$ cat config.mk
export PLATFORM = sky130hd
export DESIGN_NAME = imu_serial_frame_parser
export DESIGN_NICKNAME = d
export VERILOG_FILES = /design/src/rtl/isfp_pkg.sv /design/src/rtl/isfp_front.sv /design/src/rtl/isfp_queue.sv /design/src/rtl/isfp_back.sv /design/src/rtl/imu_serial_frame_parser.sv
export VERILOG_INCLUDE_DIRS = /design/src /design/src/rtl
export SDC_FILE = /design/constraint.sdc
export NUM_CORES = 1
export LEC_CHECK = 0
export BUFFER_PORTS_ARGS = -buffer_cell sky130_fd_sc_hd__buf_4
export CAP_MARGIN = 20
export CORE_MARGIN = 2
export CORE_UTILIZATION = 55
export CTS_BUF_LIST = sky130_fd_sc_hd__clkbuf_4
export CTS_CLUSTER_SIZE = 20
export DETAILED_ROUTE_END_ITERATION = 16
export PLACE_DENSITY = 0.78
export SLEW_MARGIN = 30
export SYNTH_ARGS = -nofsm -noshare
export SYNTH_HDL_FRONTEND = slang
export SYNTH_SLANG_ARGS = --single-unit
$ cat constraint.sdc
create_clock -name clk -period 6.9 [get_ports clk]
set_clock_uncertainty 0.1 [all_clocks]
set_input_delay 1.38 -clock clk [delete_from_list [all_inputs] [get_ports clk]]
set_output_delay 1.38 -clock clk [all_outputs]
set_load 0.05 [all_outputs]
$ cat src/rtl/imu_serial_frame_parser_defines.svh
// Assertion macros used by the serial frame parser top level.
`ifndef IMU_SERIAL_FRAME_PARSER_DEFINES_SVH
`define IMU_SERIAL_FRAME_PARSER_DEFINES_SVH

// Same-cycle implication, checked on every clock edge out of reset.
`define ISFP_ASSERT_NOW(lbl, ante, cons, msg) \
  lbl: assert property (@(posedge clk) disable iff (!rst_n) (ante) |-> (cons)) else $error(msg);

// Next-cycle implication, checked on every clock edge out of reset.
`define ISFP_ASSERT_NEXT(lbl, ante, cons, msg) \
  lbl: assert property (@(posedge clk) disable iff (!rst_n) (ante) |=> (cons)) else $error(msg);

`endif

$ cat src/rtl/isfp_pkg.sv
// Shared types and constants of the serial frame parser.
package isfp_pkg;

  localparam int WIN_BYTES = 10;   // bytes kept besides the incoming one
  localparam int SKIP_W    = 4;
  localparam logic [SKIP_W-1:0] SKIP_AFTER_FRAME = SKIP_W'(10);

  localparam logic [7:0] HEADER_BYTE = 8'h55;
  localparam logic [7:0] TYPE_ACCEL  = 8'h51;
  localparam logic [7:0] TYPE_RATE   = 8'h52;
  localparam logic [7:0] TYPE_ANGLE  = 8'h53;

  // Queue between front and back; depth is a power of two.
  localparam int QDEPTH = 2;
  localparam int QPTR_W = 1;
  localparam int QCNT_W = 2;

  typedef enum logic [1:0] {
    KIND_ACCEL = 2'd0,
    KIND_RATE  = 2'd1,
    KIND_ANGLE = 2'd2,
    KIND_OTHER = 2'd3
  } kind_t;

  // One detected frame: its kind and three raw little-endian words.
  typedef struct packed {
    kind_t       kind;
    logic [15:0] w0;
    logic [15:0] w1;
    logic [15:0] w2;
  } frame_t;

endpackage

$ cat src/rtl/isfp_front.sv
// Byte window, skip counter and frame detection.
module isfp_front (
  input  logic              clk,
  input  logic              rst_n,
  input  logic              accept,
  input  logic [7:0]        rx_byte,
  output logic              push,
  output isfp_pkg::frame_t  frame
);
  import isfp_pkg::*;

  logic [7:0]        win_r   [WIN_BYTES];
  logic [7:0]        win_nxt [WIN_BYTES];
  logic [SKIP_W-1:0] skip_r, skip_nxt;
  logic [7:0]        sum;
  logic              found;
  kind_t             kind;

  // Eight-bit checksum over the ten bytes ahead of the incoming one.
  always_comb begin
    sum = 8'd0;
    for (int i = 0; i < WIN_BYTES; i++) begin
      sum = sum + win_r[i];
    end
  end

  always_comb begin
    unique case (win_r[1])
      TYPE_ACCEL: kind = KIND_ACCEL;
      TYPE_RATE:  kind = KIND_RATE;
      TYPE_ANGLE: kind = KIND_ANGLE;
      default:    kind = KIND_OTHER;
    endcase
  end

  assign found = accept && (skip_r == '0) && (win_r[0] == HEADER_BYTE) && (sum == rx_byte);
  assign push  = found;

  always_comb begin
    frame.kind = kind;
    frame.w0   = {win_r[3], win_r[2]};
    frame.w1   = {win_r[5], win_r[4]};
    frame.w2   = {win_r[7], win_r[6]};
  end

  always_comb begin
    for (int i = 0; i < WIN_BYTES - 1; i++) begin
      win_nxt[i] = win_r[i+1];
    end
    win_nxt[WIN_BYTES-1] = rx_byte;
  end

  always_comb begin
    skip_nxt = skip_r;
    if (accept) begin
      if (skip_r != '0) begin
        skip_nxt = skip_r - SKIP_W'(1);
      end else if (found) begin
        skip_nxt = SKIP_AFTER_FRAME;
      end
    end
  end

  always_ff @(posedge clk) begin
    if (!rst_n) begin
      skip_r <= '0;
      for (int i = 0; i < WIN_BYTES; i++) begin
        win_r[i] <= 8'd0;
      end
    end else if (accept) begin
      skip_r <= skip_nxt;
      for (int i = 0; i < WIN_BYTES; i++) begin
        win_r[i] <= win_nxt[i];
      end
    end
  end

endmodule

$ cat src/rtl/isfp_queue.sv
// Short frame queue between detection and record update.
module isfp_queue (
  input  logic              clk,
  input  logic              rst_n,
  input  logic              push,
  input  isfp_pkg::frame_t  push_frame,
  input  logic              pop,
  output logic              full,
  output logic              empty,
  output isfp_pkg::frame_t  head
);
  import isfp_pkg::*;

  frame_t            mem_r [QDEPTH];
  logic [QPTR_W-1:0] wr_ptr_r, rd_ptr_r;
  logic [QCNT_W-1:0] cnt_r;

  assign full  = (cnt_r == QCNT_W'(QDEPTH));
  assign empty = (cnt_r == '0);
  assign head  = mem_r[rd_ptr_r];

  always_ff @(posedge clk) begin
    if (push) begin
      mem_r[wr_ptr_r] <= push_frame;
    end
  end

  always_ff @(posedge clk) begin
    if (!rst_n) begin
      wr_ptr_r <= '0;
      rd_ptr_r <= '0;
      cnt_r    <= '0;
    end else begin
      if (push) begin
        wr_ptr_r <= wr_ptr_r + 1'b1;
      end
      if (pop) begin
        rd_ptr_r <= rd_ptr_r + 1'b1;
      end
      case ({push, pop})
        2'b10:   cnt_r <= cnt_r + QCNT_W'(1);
        2'b01:   cnt_r <= cnt_r - QCNT_W'(1);
        default: cnt_r <= cnt_r;
      endcase
    end
  end

endmodule

$ cat src/rtl/isfp_back.sv
// Held sensor counts, ready flags and the result register.
module isfp_back (
  input  logic                clk,
  input  logic                rst_n,
  input  logic                publish_en,
  input  logic                q_empty,
  input  isfp_pkg::frame_t    head,
  output logic                pop,
  output logic                out_valid,
  input  logic                out_ready,
  output logic [1:0]          frame_kind,
  output logic signed [15:0]  accel_fwd,
  output logic signed [16:0]  accel_left,
  output logic signed [15:0]  accel_up,
  output logic signed [15:0]  rate_fwd,
  output logic signed [16:0]  rate_left,
  output logic signed [15:0]  rate_up,
  output logic signed [15:0]  angle_roll,
  output logic signed [16:0]  angle_pitch,
  output logic signed [15:0]  angle_yaw,
  output logic                record_complete
);
  import isfp_pkg::*;

  logic [15:0] accel_r [3];
  logic [15:0] rate_r  [3];
  logic [15:0] angle_r [3];
  logic [2:0]  flags_r, flags_nxt, flags_set;
  logic        complete_nxt;
  logic        valid_r;
  kind_t       kind_r;
  logic        complete_r;

  // Held registers change only on a pop, which only happens when no result is
  // held or the current one leaves, so they serve directly as result payload.
  assign pop = !q_empty && (!valid_r || out_ready);

  always_comb begin
    flags_set = 3'b000;
    unique case (head.kind)
      KIND_ACCEL: flags_set = 3'b001;
      KIND_RATE:  flags_set = 3'b010;
      KIND_ANGLE: flags_set = 3'b100;
      default:    flags_set = 3'b000;
    endcase
    flags_nxt    = flags_r | flags_set;
    complete_nxt = publish_en && (flags_nxt == 3'b111);
    if (complete_nxt) begin
      flags_nxt = 3'b000;
    end
  end

  always_ff @(posedge clk) begin
    if (!rst_n) begin
      valid_r    <= 1'b0;
      flags_r    <= 3'b000;
      kind_r     <= KIND_OTHER;
      complete_r <= 1'b0;
      for (int i = 0; i < 3; i++) begin
        accel_r[i] <= 16'd0;
        rate_r[i]  <= 16'd0;
        angle_r[i] <= 16'd0;
      end
    end else begin
      if (pop) begin
        valid_r    <= 1'b1;
        flags_r    <= flags_nxt;
        kind_r     <= head.kind;
        complete_r <= complete_nxt;
        unique case (head.kind)
          KIND_ACCEL: begin
            accel_r[0] <= head.w0;
            accel_r[1] <= head.w1;
            accel_r[2] <= head.w2;
          end
          KIND_RATE: begin
            rate_r[0] <= head.w0;
            rate_r[1] <= head.w1;
            rate_r[2] <= head.w2;
          end
          KIND_ANGLE: begin
            angle_r[0] <= head.w0;
            angle_r[1] <= head.w1;
            angle_r[2] <= head.w2;
          end
          default: begin
          end
        endcase
      end else if (out_ready) begin
        valid_r <= 1'b0;
      end
    end
  end

  assign out_valid       = valid_r;
  assign frame_kind      = kind_r;
  assign record_complete = complete_r;

  // Forward takes sensor Y, up takes Z, left takes the negated X.
  assign accel_fwd   = signed'(accel_r[1]);
  assign accel_up    = signed'(accel_r[2]);
  assign accel_left  = signed'(17'd0 - {accel_r[0][15], accel_r[0]});
  assign rate_fwd    = signed'(rate_r[1]);
  assign rate_up     = signed'(rate_r[2]);
  assign rate_left   = signed'(17'd0 - {rate_r[0][15], rate_r[0]});
  assign angle_roll  = signed'(angle_r[1]);
  assign angle_yaw   = signed'(angle_r[2]);
  assign angle_pitch = signed'(17'd0 - {angle_r[0][15], angle_r[0]});

endmodule

$ cat src/rtl/imu_serial_frame_parser.sv
// IMU serial frame parser top level: byte window front, frame queue, record back.
// The block takes one received serial byte per cycle and finds 11-byte sensor
// frames: a 0x55 header followed by a type byte, six data bytes, two more
// bytes and an 8-bit sum of the first ten bytes. After a good frame the next
// ten bytes pass through unchecked; a bad sum just moves the search on by one
// byte. Each good frame gives one result. Type 0x51, 0x52 and 0x53 frames load
// acceleration, angular rate or angle (three little-endian signed counts),
// remapped to forward (sensor Y), left (negated sensor X, 17 bits so that
// -32768 turns into +32768) and up (sensor Z); angle maps roll, negated
// pitch and yaw the same way. All nine held counts go out with every result,
// along with the frame kind (3 for any other type). With publish enabled, a
// frame after which all three kinds have arrived since the last record is
// flagged record_complete and the ready flags clear; with publish disabled
// flags only accumulate. Throughput is one byte per cycle while the queue is
// not full: the front compares the header and a ten-byte checksum against the
// incoming byte in the cycle it is accepted. A good frame is written into a
// two-entry queue and from there into the result register. in_ready drops
// only while the queue is full, which needs the result side to stall across
// two frames; the result register frees on the same edge its request is
// taken, so back-to-back results flow.
// Write cfg_wdata with cfg_we while the block is idle; reset sets publish on.
`include "imu_serial_frame_parser_defines.svh"
module imu_serial_frame_parser (
  input  logic                clk,
  input  logic                rst_n,
  input  logic                cfg_we,
  input  logic                cfg_wdata,
  input  logic                in_valid,
  output logic                in_ready,
  input  logic [7:0]          in_rx_byte,
  output logic                out_valid,
  input  logic                out_ready,
  output logic [1:0]          out_frame_kind,
  output logic signed [15:0]  out_accel_fwd,
  output logic signed [16:0]  out_accel_left,
  output logic signed [15:0]  out_accel_up,
  output logic signed [15:0]  out_rate_fwd,
  output logic signed [16:0]  out_rate_left,
  output logic signed [15:0]  out_rate_up,
  output logic signed [15:0]  out_angle_roll,
  output logic signed [16:0]  out_angle_pitch,
  output logic signed [15:0]  out_angle_yaw,
  output logic                out_record_complete
);
  import isfp_pkg::*;

  logic   publish_r;
  logic   in_accept;
  logic   push;
  logic   pop;
  logic   q_full;
  logic   q_empty;
  frame_t push_frame;
  frame_t head;

  // Publish register: written whenever the enable is high.
  always_ff @(posedge clk) begin
    if (!rst_n) begin
      publish_r <= 1'b1;
    end else if (cfg_we) begin
      publish_r <= cfg_wdata;
    end
  end

  // Accept a byte whenever the queue can take a frame.
  assign in_ready  = !q_full;
  assign in_accept = in_valid && in_ready;

  isfp_front u_front (
    .clk     (clk),
    .rst_n   (rst_n),
    .accept  (in_accept),
    .rx_byte (in_rx_byte),
    .push    (push),
    .frame   (push_frame)
  );

  isfp_queue u_queue (
    .clk        (clk),
    .rst_n      (rst_n),
    .push       (push),
    .push_frame (push_frame),
    .pop        (pop),
    .full       (q_full),
    .empty      (q_empty),
    .head       (head)
  );

  isfp_back u_back (
    .clk             (clk),
    .rst_n           (rst_n),
    .publish_en      (publish_r),
    .q_empty         (q_empty),
    .head            (head),
    .pop             (pop),
    .out_valid       (out_valid),
    .out_ready       (out_ready),
    .frame_kind      (out_frame_kind),
    .accel_fwd       (out_accel_fwd),
    .accel_left      (out_accel_left),
    .accel_up        (out_accel_up),
    .rate_fwd        (out_rate_fwd),
    .rate_left       (out_rate_left),
    .rate_up         (out_rate_up),
    .angle_roll      (out_angle_roll),
    .angle_pitch     (out_angle_pitch),
    .angle_yaw       (out_angle_yaw),
    .record_complete (out_record_complete)
  );

  // A frame never lands on a full queue.
  `ISFP_ASSERT_NOW(a_push_not_full, push, !q_full, "frame pushed into full queue")
  // The skip window keeps frames at least eleven bytes apart.
  `ISFP_ASSERT_NEXT(a_push_spacing, push, !push, "frames detected on consecutive bytes")
  // A result only leaves the queue when the result register can take it.
  `ISFP_ASSERT_NOW(a_pop_slot, pop, !q_empty && (!out_valid || out_ready), "pop without slot")

endmodule
## Word level (Yosys, flattened, before mapping)

Memory sizes are Yosys's and may differ from the RTL's. A register that Yosys moved wholly into a read port is not among the register bits.
Index checks and enable logic that the tools add are counted.

- Register bits: 16
- Bits in latches: 0
- Bits in writable memories: 324
- Bits in read-only memories: 0
- Input port bits: 14
- Word-level logic and storage cells: 127
- Memories kept: 5

Memories:

| name | depth | bits a word | rd ports | clocked after Yosys merged registers in | wr ports | RTL line | source |
|---|---|---|---|---|---|---|---|
| u_queue.mem_r | 2 | 50 | 1 | 1 | 1 | isfp_queue.sv:14 | `frame_t mem_r [QDEPTH];` |
| u_front.win_r | 10 | 8 | 10 | 0 | 10 | isfp_front.sv:12 | `logic [7:0] win_r [WIN_BYTES];` |
| u_back.accel_r | 3 | 16 | 3 | 0 | 3 | isfp_back.sv:25 | `logic [15:0] accel_r [3];` |
| u_back.angle_r | 3 | 16 | 3 | 0 | 3 | isfp_back.sv:27 | `logic [15:0] angle_r [3];` |
| u_back.rate_r | 3 | 16 | 3 | 0 | 3 | isfp_back.sv:26 | `logic [15:0] rate_r [3];` |

- Add/sub/neg operators: 17
- $mul: 0
- Divide/modulo/power cells: 0
- $lt $le $gt $ge: 0
- Equal/unequal tests: 11
- Shifts and indexed selects: 0
- Muxes and demuxes: 47
- Bitwise logic cells: 20
- Reduce and logical (&&, ||, !) cells: 18

Operators by type and width:

| operator | number |
|---|---|
| 2-to-1 mux 16 bit | 9 |
| 2-to-1 mux 8 bit | 10 |
| adder 8 bit | 9 |
| subtractor 1 x 16 -> 17 bit (first input constant) | 3 |
| equality test 8 x 7 -> 1 bit (second input constant) | 4 |
| 2-to-1 mux 1 bit | 22 |
| bitwise OR 1 bit | 19 |
| one-hot mux 3 bit (3 select lines) | 1 |
| equality test 8 bit | 1 |
| 2-to-1 mux 4 bit | 2 |
| equality test 2 bit (second input constant) | 3 |
| logical AND 1 bit | 6 |
| one-hot mux 2 bit (3 select lines) | 1 |
| nonzero test 2 bit | 3 |
| equality test 2 x 1 -> 1 bit (second input constant) | 2 |
| logical NOT 2 bit | 2 |
| logical NOT 4 bit | 1 |
| one-hot mux 2 bit (2 select lines) | 1 |
| nonzero test 4 bit | 1 |
| subtractor 4 x 1 -> 4 bit (second input constant) | 1 |
| equality test 3 bit (second input constant) | 1 |
| logical NOT 1 bit | 3 |
| 2-to-1 mux 3 bit | 1 |
| bitwise OR 3 bit | 1 |
| other kinds (5) | 6 |

## Logic depth before layout (Yosys ltp)

Gate-level depths: netlist of run 1.

- Depth after elaboration: 13
- Depth in mapped cells: 22

## Modules after synthesis

Synthesis of run 1 repeated with hierarchy kept, for this count alone.

- Cells, all modules: 1,174
- Area total of the unflattened synthesis: 16,407.0 µm²

By module, submodules not included:

| module | instances | cells an instance | area each (µm²) | seq. area each (µm²) |
|---|---|---|---|---|
| isfp_back | 1 | 569 | 7,223.2 | 4,464.3 |
| isfp_front | 1 | 422 | 5,328.9 | 2,482.4 |
| isfp_queue | 1 | 178 | 3,811.2 | 3,103.0 |
| imu_serial_frame_parser | 1 | 5 | 43.8 | 20.0 |

## Least setup slack after synthesis of run 1

Ideal clock, no wire load.

- Path type: reg-to-reg
- Start: memory u_front.win_r[2][2], in the netlist u_front.win_r[0][18]
- End: memory u_queue.mem_r[1][0] in the netlist's numbering (enable)
- Library setup time: 0.458 ns
- Data arrival time: 6.622 ns
- Required time: 6.342 ns
- Setup slack: -0.280 ns
- Stages on the path, launching flop included: 17
- Buffers on the path: 0
- Path through: edfxtp_1 fa_1 inv_1 fa_1 fa_1 fa_1 inv_1 fa_1 inv_1 fa_1 nor2b_1 o21ai_1 nand2b_1 a31oi_1 xnor3_2 nand3_2 nor2_1

RTL lines:

| what | RTL line |
|---|---|
| start, declared | isfp_front.sv:12 |
| end, declared | isfp_queue.sv:14 |

==> impl_metrics.py, run 1 <==
metrics = {
    "clock_tree": {
        "cts_tree": "done",
        "clk_latency_ps": 680,
        "clk_path_buf_depth": 3,
        "hold_buffers": 0,
        "cts_setup_buffers": 0,
        "htreeDepth": 3,
        "clk_pin_slew_ps": 70,
        "cts_buffers": 82,
        "cts_resized": 0,
        "cts.sinks": 341,
        "root_buffer": "clkbuf_4",
    },
    "timing": {
        "tns_ps": 0,
        "max_freq_mhz": 169,
        "finalHoldViolCount": 0,
        "worst_slack_ps": 994,
        "rsz0062_at_grt": "no",
        "final_max_slew_viol_count": 0,
        "slew_headroom_pct": 37.7,
        "min_period_ps": 5910,
        "worst_pin_slew_ps": 934,
        "hold_ws_ps": 383,
        "setup_viol": 0,
        "timing.final.crit_share_pct": 85.6,
    },
    "logic_synthesis": {
        "synth_area_leaders": "edfxtp_1, fa_1, buf_4",
        "ys_warn_count": 0,
        "synth-seq-area-share_pct": 64.6,
        "synth_cell_types": 54,
        "synthCells": 1120,
        "synth_top_area_cell": "edfxtp_1",
        "syn_avg_cell_area_um2": 13.9,
        "synth_nets": 1200,
        "synthFlopType": "edfxtp_1",
        "netlist.area_leader.share_pct": 62.4,
        "synth_area_mm2": 0.0156,
        "async_flop_share_pct": 0,
        "synth-edff-count": 324,
        "ys_seq_elements": 341,
    },
    "outcome": {
        "status": "finished clean",
    },
    "hold_path": {
        "worstHoldStart": "u_back.flags_r[2]$_SDFFE_PN0P_",
        "hold_class": "register to register",
        "holdPathEnd": "u_back.flags_r[2]$_SDFFE_PN0P_",
        "hold-path-cell-count": 2,
    },
    "setup_path": {
        "worstSetupPathType": "register to register",
        "max_stage_delay_ps": 590,
        "cp.required_ps": 7400,
        "cp_top_family": "adder cells",
        "cp_max_fo": 4,
        "path_buf_inv": 3,
        "crit_chain": "fa_1 -> inv_1 -> fa_1 -> fa_1 -> fa_1 -> inv_1 -> fa_1 -> inv_1 -> fa_1 -> nor2b_1 -> o21ai_1 -> nand2b_1 -> a31oi_1 -> xnor3_2 -> nand3_2 -> ha_1 -> or3_1 -> a21oi_1",
        "rr_worst_depth": 18,
        "path_common_cell": "fa_1",
        "r2r_setup_slack_ps": 990,
        "cp-start-kind": "register",
        "r2r_start": "u_front.win_r[0][18]$_SDFFCE_PN0P_",
        "rr_endpoint": "u_queue.cnt_r[1]$_SDFFE_PN0P_",
        "slowest_stage": "fa_1",
        "end_kind": "register",
        "arrival_ps": 6400,
    },
    "drt": {
        "drcViolationCount": 0,
        "via_per_inst": 5.27,
        "dr.pass1.iters": 5,
        "drt_iter0_markers": 798,
        "routedWlPerCell_um": 17.9,
        "final_antenna_net_count": 0,
        "drt_wl_total_um": 30000,
        "dr_total_vias": 8826,
    },
    "power": {
        "p_int_uw": 4100,
        "p_switching_uw": 2080,
        "powerDensity_mw_per_mm2": 352,
        "pwr-share-seq_pct": 39.7,
        "power_frac_comb_pct": 34.6,
        "p_leak_uw": 0.00693,
        "irDropWorstVdd_v": 0.000358,
        "sw_frac_of_total_pct": 33.6,
        "p_clk_share_pct": 25.7,
    },
    "floorplan": {
        "std_cell_rows": 61,
        "io_pins": 166,
        "die_w_um": 172,
        "dieArea_mm2": 0.0297,
        "core-area_mm2": 0.0279,
        "start_util_pct": 56.0,
        "fp.dieH_um": 172,
    },
    "global_routing": {
        "grt_pass1_vias": 8776,
        "grt_max_degree": 91,
        "grt_overflow": 0,
        "grt_first_pass_wirelength_um": 46700,
        "grt_usage_pct": 20.8,
        "antenna_found_initial": 1,
    },
    "final_layout": {
        "multi_input_area_mm2": 0.00443,
        "finish.utilization_pct": 63.0,
        "seqCellArea_mm2": 0.0101,
        "most-common-layout-cells": "edfxtp_1, buf_4, nor2_1",
        "final_common_cell": "edfxtp_1",
        "stdcell_count": 1675,
        "nNetsFinal": 1316,
        "drive_gt1_share_pct": 25.4,
        "syn_to_final_growth_pct": 12.6,
        "nFillCells": 2035,
    },
    "place": {
        "port_buffers": 165,
        "dp_cells": 1530,
        "place_congestion": 0.813,
        "dp_hpwl_um": 19900,
        "preCtsSetupSlack_ps": 1020,
    },
    "run": {
        "cap_violations": 0,
    },
}
## worst min-delay path: stages (launching register included)
cell and delay, ps:
dfxtp_1 340, a21oi_1 50, nor2_1 70
## synthesized netlist by cell type, types with 6 or more instances
| master | count |
|---|---|
| nor4_1 | 11 |
| nor2_1 | 171 |
| inv_1 | 63 |
| xor2_1 | 19 |
| mux2i_1 | 52 |
| a21oi_1 | 11 |
| nand2_1 | 25 |
| and3_1 | 79 |
| nor2b_1 | 6 |
| fa_1 | 50 |
| nor3_1 | 19 |
| nand3_1 | 6 |
| xnor2_1 | 52 |
| buf_4 | 100 |
| dfxtp_1 | 17 |
| edfxtp_1 | 324 |
| ha_1 | 16 |
| clkbuf_1 | 26 |
| buf_2 | 9 |
| o21ai_0 | 7 |
## flip-flops by register name (all words and copies together), names as in the netlist, named ones only
name,count
u_queue.wr_ptr_r,1
u_queue.cnt_r,2
u_back.rate_r,48
u_back.out_valid,1
u_front.win_r,80
u_back.angle_r,48
publish_r,1
u_back.accel_r,48
u_queue.mem_r,100
u_back.flags_r,3
u_queue.rd_ptr_r,1
u_back.frame_kind,2
u_back.record_complete,1
u_front.skip_r,4
## metal layers
| metal | vias to the layer above | GRT usage [%] | wire length [um] |
|---|---|---|---|
| met4 | 0 | 8.95 | 879 |
| met3 | 51 | 4.26 | 2080 |
| met5 | - | 0 | 0 |
| met2 | 354 | 32.8 | 14400 |
| li1 | 4091 | - | - |
| met1 | 4330 | 28.3 | 12600 |
## logic make-up (layout without fill, tap and decap cells)
group	after synthesis	in the layout	synth area share, %
compound gates	31	31	1.25
xor+xnor	74	74	4.40
fa+ha+maj	66	66	7.70
buf+inv	204	380	7.44
flops	341	341	64.6
mux	52	52	3.34
other cells	0	1	0
simple gates	352	352	11.3
## area by class of cell
class,count,area share (%)
multi-input combinational,575,25.3
tap,378,2.69
antenna,1,0.0143
inverter,63,1.35
sequential,341,57.4
clock buffer,126,5.39
timing repair buffer,173,7.54
clock inverter,18,0.413
## power groups by stage
stage	sequential, uW	combinational [uW]	clock [uW]
6_report	2460	2140	1590
5_1_grt	2470	2380	1730
4_1_cts	2460	2150	1630
3_5_place_dp	2500	2130	0
3_3_place_gp	2500	2090	0
2_1_floorplan	2480	1730	0
## metrics by stage
| step | cell area [um2] | power (uW) |
|---|---|---|
| floorplan | 15600 | 4220 |
| global placement | 16500 | 4590 |
| detailed placement | 16500 | 4630 |
| CTS | 17600 | 6230 |
| global route | 17600 | 6580 |
| finish | 17600 | 6180 |
## worst max path at each step
| stage | slack (ps) | startpoint | to | cells past startpoint |
|---|---|---|---|---|
| after floorplan | 550 | u_front.win_r[0][18]$_SDFFCE_PN0P_ | u_queue.mem_r[1][0]$_DFFE_PP_ | 16 |
| final | 990 | u_front.win_r[0][18]$_SDFFCE_PN0P_ | u_queue.cnt_r[1]$_SDFFE_PN0P_ | 18 |
| after global routing | 700 | u_front.win_r[0][18]$_SDFFCE_PN0P_ | u_queue.cnt_r[1]$_SDFFE_PN0P_ | 18 |
| after detailed placement | 1020 | u_front.win_r[0][18]$_SDFFCE_PN0P_ | u_queue.cnt_r[1]$_SDFFE_PN0P_ | 18 |
| after CTS | 980 | u_front.win_r[0][18]$_SDFFCE_PN0P_ | u_queue.cnt_r[1]$_SDFFE_PN0P_ | 18 |
| after global placement | 1120 | u_front.win_r[0][18]$_SDFFCE_PN0P_ | u_queue.cnt_r[1]$_SDFFE_PN0P_ | 18 |
(Power assumes the default switching activity.)
==> run 2, diff against run 1 <==
--- a/config.mk
+++ b/config.mk
@@ -14,6 +14,7 @@
 export CTS_CLUSTER_SIZE = 20
 export DETAILED_ROUTE_END_ITERATION = 16
 export PLACE_DENSITY = 0.78
+export REMOVE_ABC_BUFFERS = 1
 export SLEW_MARGIN = 30
 export SYNTH_ARGS = -nofsm -noshare
 export SYNTH_HDL_FRONTEND = slang
==> run 2 against run 1 <==
Worst setup slack got worse by 310 ps; critical endpoint is now u_queue.mem_r[1][8]$_DFFE_PP_; via count rose by 0.48%; global-route usage fell by 0.15 points; sequential share of layout area barely moved; total power rose by 0.21%; combinational power hardly changed; first-iteration DRC count fell by 14%; largest cell class unchanged; non-clock buffer count grew 2; maximum frequency is 5.0% lower; final cell count barely moved; sequential cell count unchanged; critical path depth fell by 1.
==> impl_metrics.py, run 2 (synthesis results as in run 1) <==
metrics = {
    "outcome": {
        "status": "finished clean",
    },
    "final_layout": {
        "finish.utilization_pct": 63.0,
        "largest_register": "u_queue.mem_r",
        "drive_gt1_share_pct": 25.1,
        "top_regs": "u_queue.mem_r x100, u_front.win_r x80",
        "syn_to_final_growth_pct": 12.6,
        "stdcell_area_mm2": 0.0176,
        "most-common-layout-cells": "edfxtp_1, buf_4, nor2_1",
        "largest_register_ffs": 100,
        "nNetsFinal": 1319,
        "nFillCells": 2033,
        "final_common_cell": "edfxtp_1",
    },
    "power": {
        "sw_frac_of_total_pct": 34.0,
        "p_clk_share_pct": 26.0,
        "p_leak_uw": 0.00691,
        "p_switching_uw": 2110,
        "powerDensity_mw_per_mm2": 353,
        "p_int_uw": 4090,
        "irDropWorstVdd_v": 0.000451,
        "power_frac_comb_pct": 34.1,
        "pwr-share-seq_pct": 39.8,
    },
    "floorplan": {
        "fp.dieH_um": 172,
        "io_pins": 166,
        "core-area_mm2": 0.0279,
        "start_util_pct": 56.0,
        "die_w_um": 172,
        "dieArea_mm2": 0.0297,
        "std_cell_rows": 61,
    },
    "global_routing": {
        "grt_usage_pct": 20.6,
        "grt_overflow": 0,
        "grt_max_degree": 91,
        "grt_pass1_vias": 8767,
        "antenna_found_initial": 1,
        "grt_first_pass_wirelength_um": 46200,
    },
    "clock_tree": {
        "cts_setup_buffers": 0,
        "cts_buffers": 83,
        "clk_latency_ps": 750,
        "clk_path_buf_depth": 3,
        "root_buffer": "clkbuf_4",
        "cts.sinks": 341,
        "cts_tree": "done",
        "hold_buffers": 0,
        "clk_pin_slew_ps": 70,
        "htreeDepth": 3,
        "cts_resized": 0,
    },
    "drt": {
        "routedWlPerCell_um": 18.1,
        "final_antenna_net_count": 0,
        "drt_wl_total_um": 30400,
        "drcViolationCount": 0,
        "drt_iter0_markers": 685,
        "dr_total_vias": 8868,
        "dr.pass1.iters": 7,
        "via_per_inst": 5.30,
    },
    "timing": {
        "final_max_slew_viol_count": 0,
        "setup_viol": 0,
        "min_period_ps": 6220,
        "hold_ws_ps": 368,
        "slew_headroom_pct": 36.9,
        "timing.final.crit_share_pct": 90.1,
        "rsz0062_at_grt": "no",
        "finalHoldViolCount": 0,
        "worst_pin_slew_ps": 944,
        "max_freq_mhz": 161,
    },
    "place": {
        "place_congestion": 0.871,
        "dp_hpwl_um": 19700,
        "port_buffers": 165,
        "placed_area_mm2": 0.0165,
    },
    "setup_path": {
        "r2r_start": "u_front.win_r[0][18]$_SDFFCE_PN0P_",
        "arrival_ps": 6510,
        "worstSetupPathType": "register to register",
        "path_buf_inv": 4,
        "end_kind": "register",
        "rr_worst_depth": 17,
        "cp_top_family": "adder cells",
        "crit_chain": "fa_1 -> inv_1 -> fa_1 -> fa_1 -> fa_1 -> inv_1 -> fa_1 -> inv_1 -> fa_1 -> nor2b_1 -> o21ai_1 -> nand2b_1 -> a31oi_1 -> xnor3_2 -> nand3_2 -> nor2_4 -> buf_12",
        "cp.required_ps": 7200,
        "path_common_cell": "fa_1",
        "max_stage_delay_ps": 580,
        "cp_max_fo": 32,
        "slowest_stage": "fa_1",
        "cp-start-kind": "register",
        "r2r_setup_slack_ps": 680,
        "rr_endpoint": "u_queue.mem_r[1][8]$_DFFE_PP_",
    },
    "hold_path": {
        "hold-path-cell-count": 2,
        "hold_class": "register to register",
        "worstHoldStart": "u_back.flags_r[0]$_SDFFE_PN0P_",
        "holdPathEnd": "u_back.flags_r[0]$_SDFFE_PN0P_",
    },
    "run": {
        "cap_violations": 0,
    },
}
[run 2: changes by cell type in the layout (fill, tap and decap cells not counted), sizes merged]
cell	previous run	this run
clkinvlp	0	4
buf	173	175
clkinv	16	18
clkbuf	126	117
inv	65	64
bufinv	0	1
[run 2: worst register-to-register path, delay by kind of cell (launching register included)]
family                   cells  cell delay (ps)
adder cells (fa/ha/maj)      6             3240
buffers and inverters        4              500
flip-flops                   1              460
AO/OA/AOI/OAI                2              190
AND/OR/NAND/NOR              4              940
XOR/XNOR                     1              420
[run 2: layout make-up]
type | count | area [um2] | share of cell area (%)
inverters | 63 | 236 | 1.35
multi-input cells | 575 | 4420 | 25.2
clock buffers | 117 | 878 | 5.00
well taps | 378 | 473 | 2.69
clock inverters | 24 | 144 | 0.820
diodes | 1 | 2.50 | 0.0143
flip-flops and latches | 341 | 10100 | 57.4
repair buffers | 175 | 1330 | 7.56
[run 2: layer usage]
| layer | vias up | share of wire (%) | track usage (%) |
|---|---|---|---|
| met5 | - | 0 | 0 |
| met3 | 49 | 6.7 | 5.22 |
| met1 | 4388 | 43 | 27.6 |
| li1 | 4089 | - | - |
| met2 | 342 | 48 | 32.9 |
| met4 | 0 | 2.0 | 7.53 |
[run 2: per-stage QoR]
stage	setup TNS, ps	worst slack, ps	total power [uW]	cells
5_1_grt	0	391	6550	1674
3_3_place_gp	0	890	4570	1531
3_5_place_dp	0	754	4610	1532
6_report	0	683	6190	1674
2_1_floorplan	-13980	-280	4170	979
4_1_cts	0	668	6240	1673
[run 2: worst max path at each step]
stage	to	startpoint	cells after the start	slack [ps]
global placement	u_queue.mem_r[1][9]$_DFFE_PP_	u_front.win_r[0][18]$_SDFFCE_PN0P_	17	890
global route	u_queue.mem_r[1][48]$_DFFE_PP_	u_front.win_r[0][18]$_SDFFCE_PN0P_	17	390
floorplan	u_queue.mem_r[1][0]$_DFFE_PP_	u_front.win_r[0][18]$_SDFFCE_PN0P_	16	-280
CTS	u_queue.mem_r[1][24]$_DFFE_PP_	u_front.win_r[0][18]$_SDFFCE_PN0P_	17	670
finish	u_queue.mem_r[1][8]$_DFFE_PP_	u_front.win_r[0][18]$_SDFFCE_PN0P_	17	680
detailed placement	u_queue.mem_r[1][9]$_DFFE_PP_	u_front.win_r[0][18]$_SDFFCE_PN0P_	17	750
[run 2: power by group through the flow]
stage | Combinational, uW | Clock (uW) | Sequential, uW
6_report | 2110 | 1610 | 2470
4_1_cts | 2120 | 1650 | 2470
5_1_grt | 2310 | 1750 | 2480
3_5_place_dp | 2100 | 0 | 2510
2_1_floorplan | 1540 | 0 | 2630
3_3_place_gp | 2060 | 0 | 2510
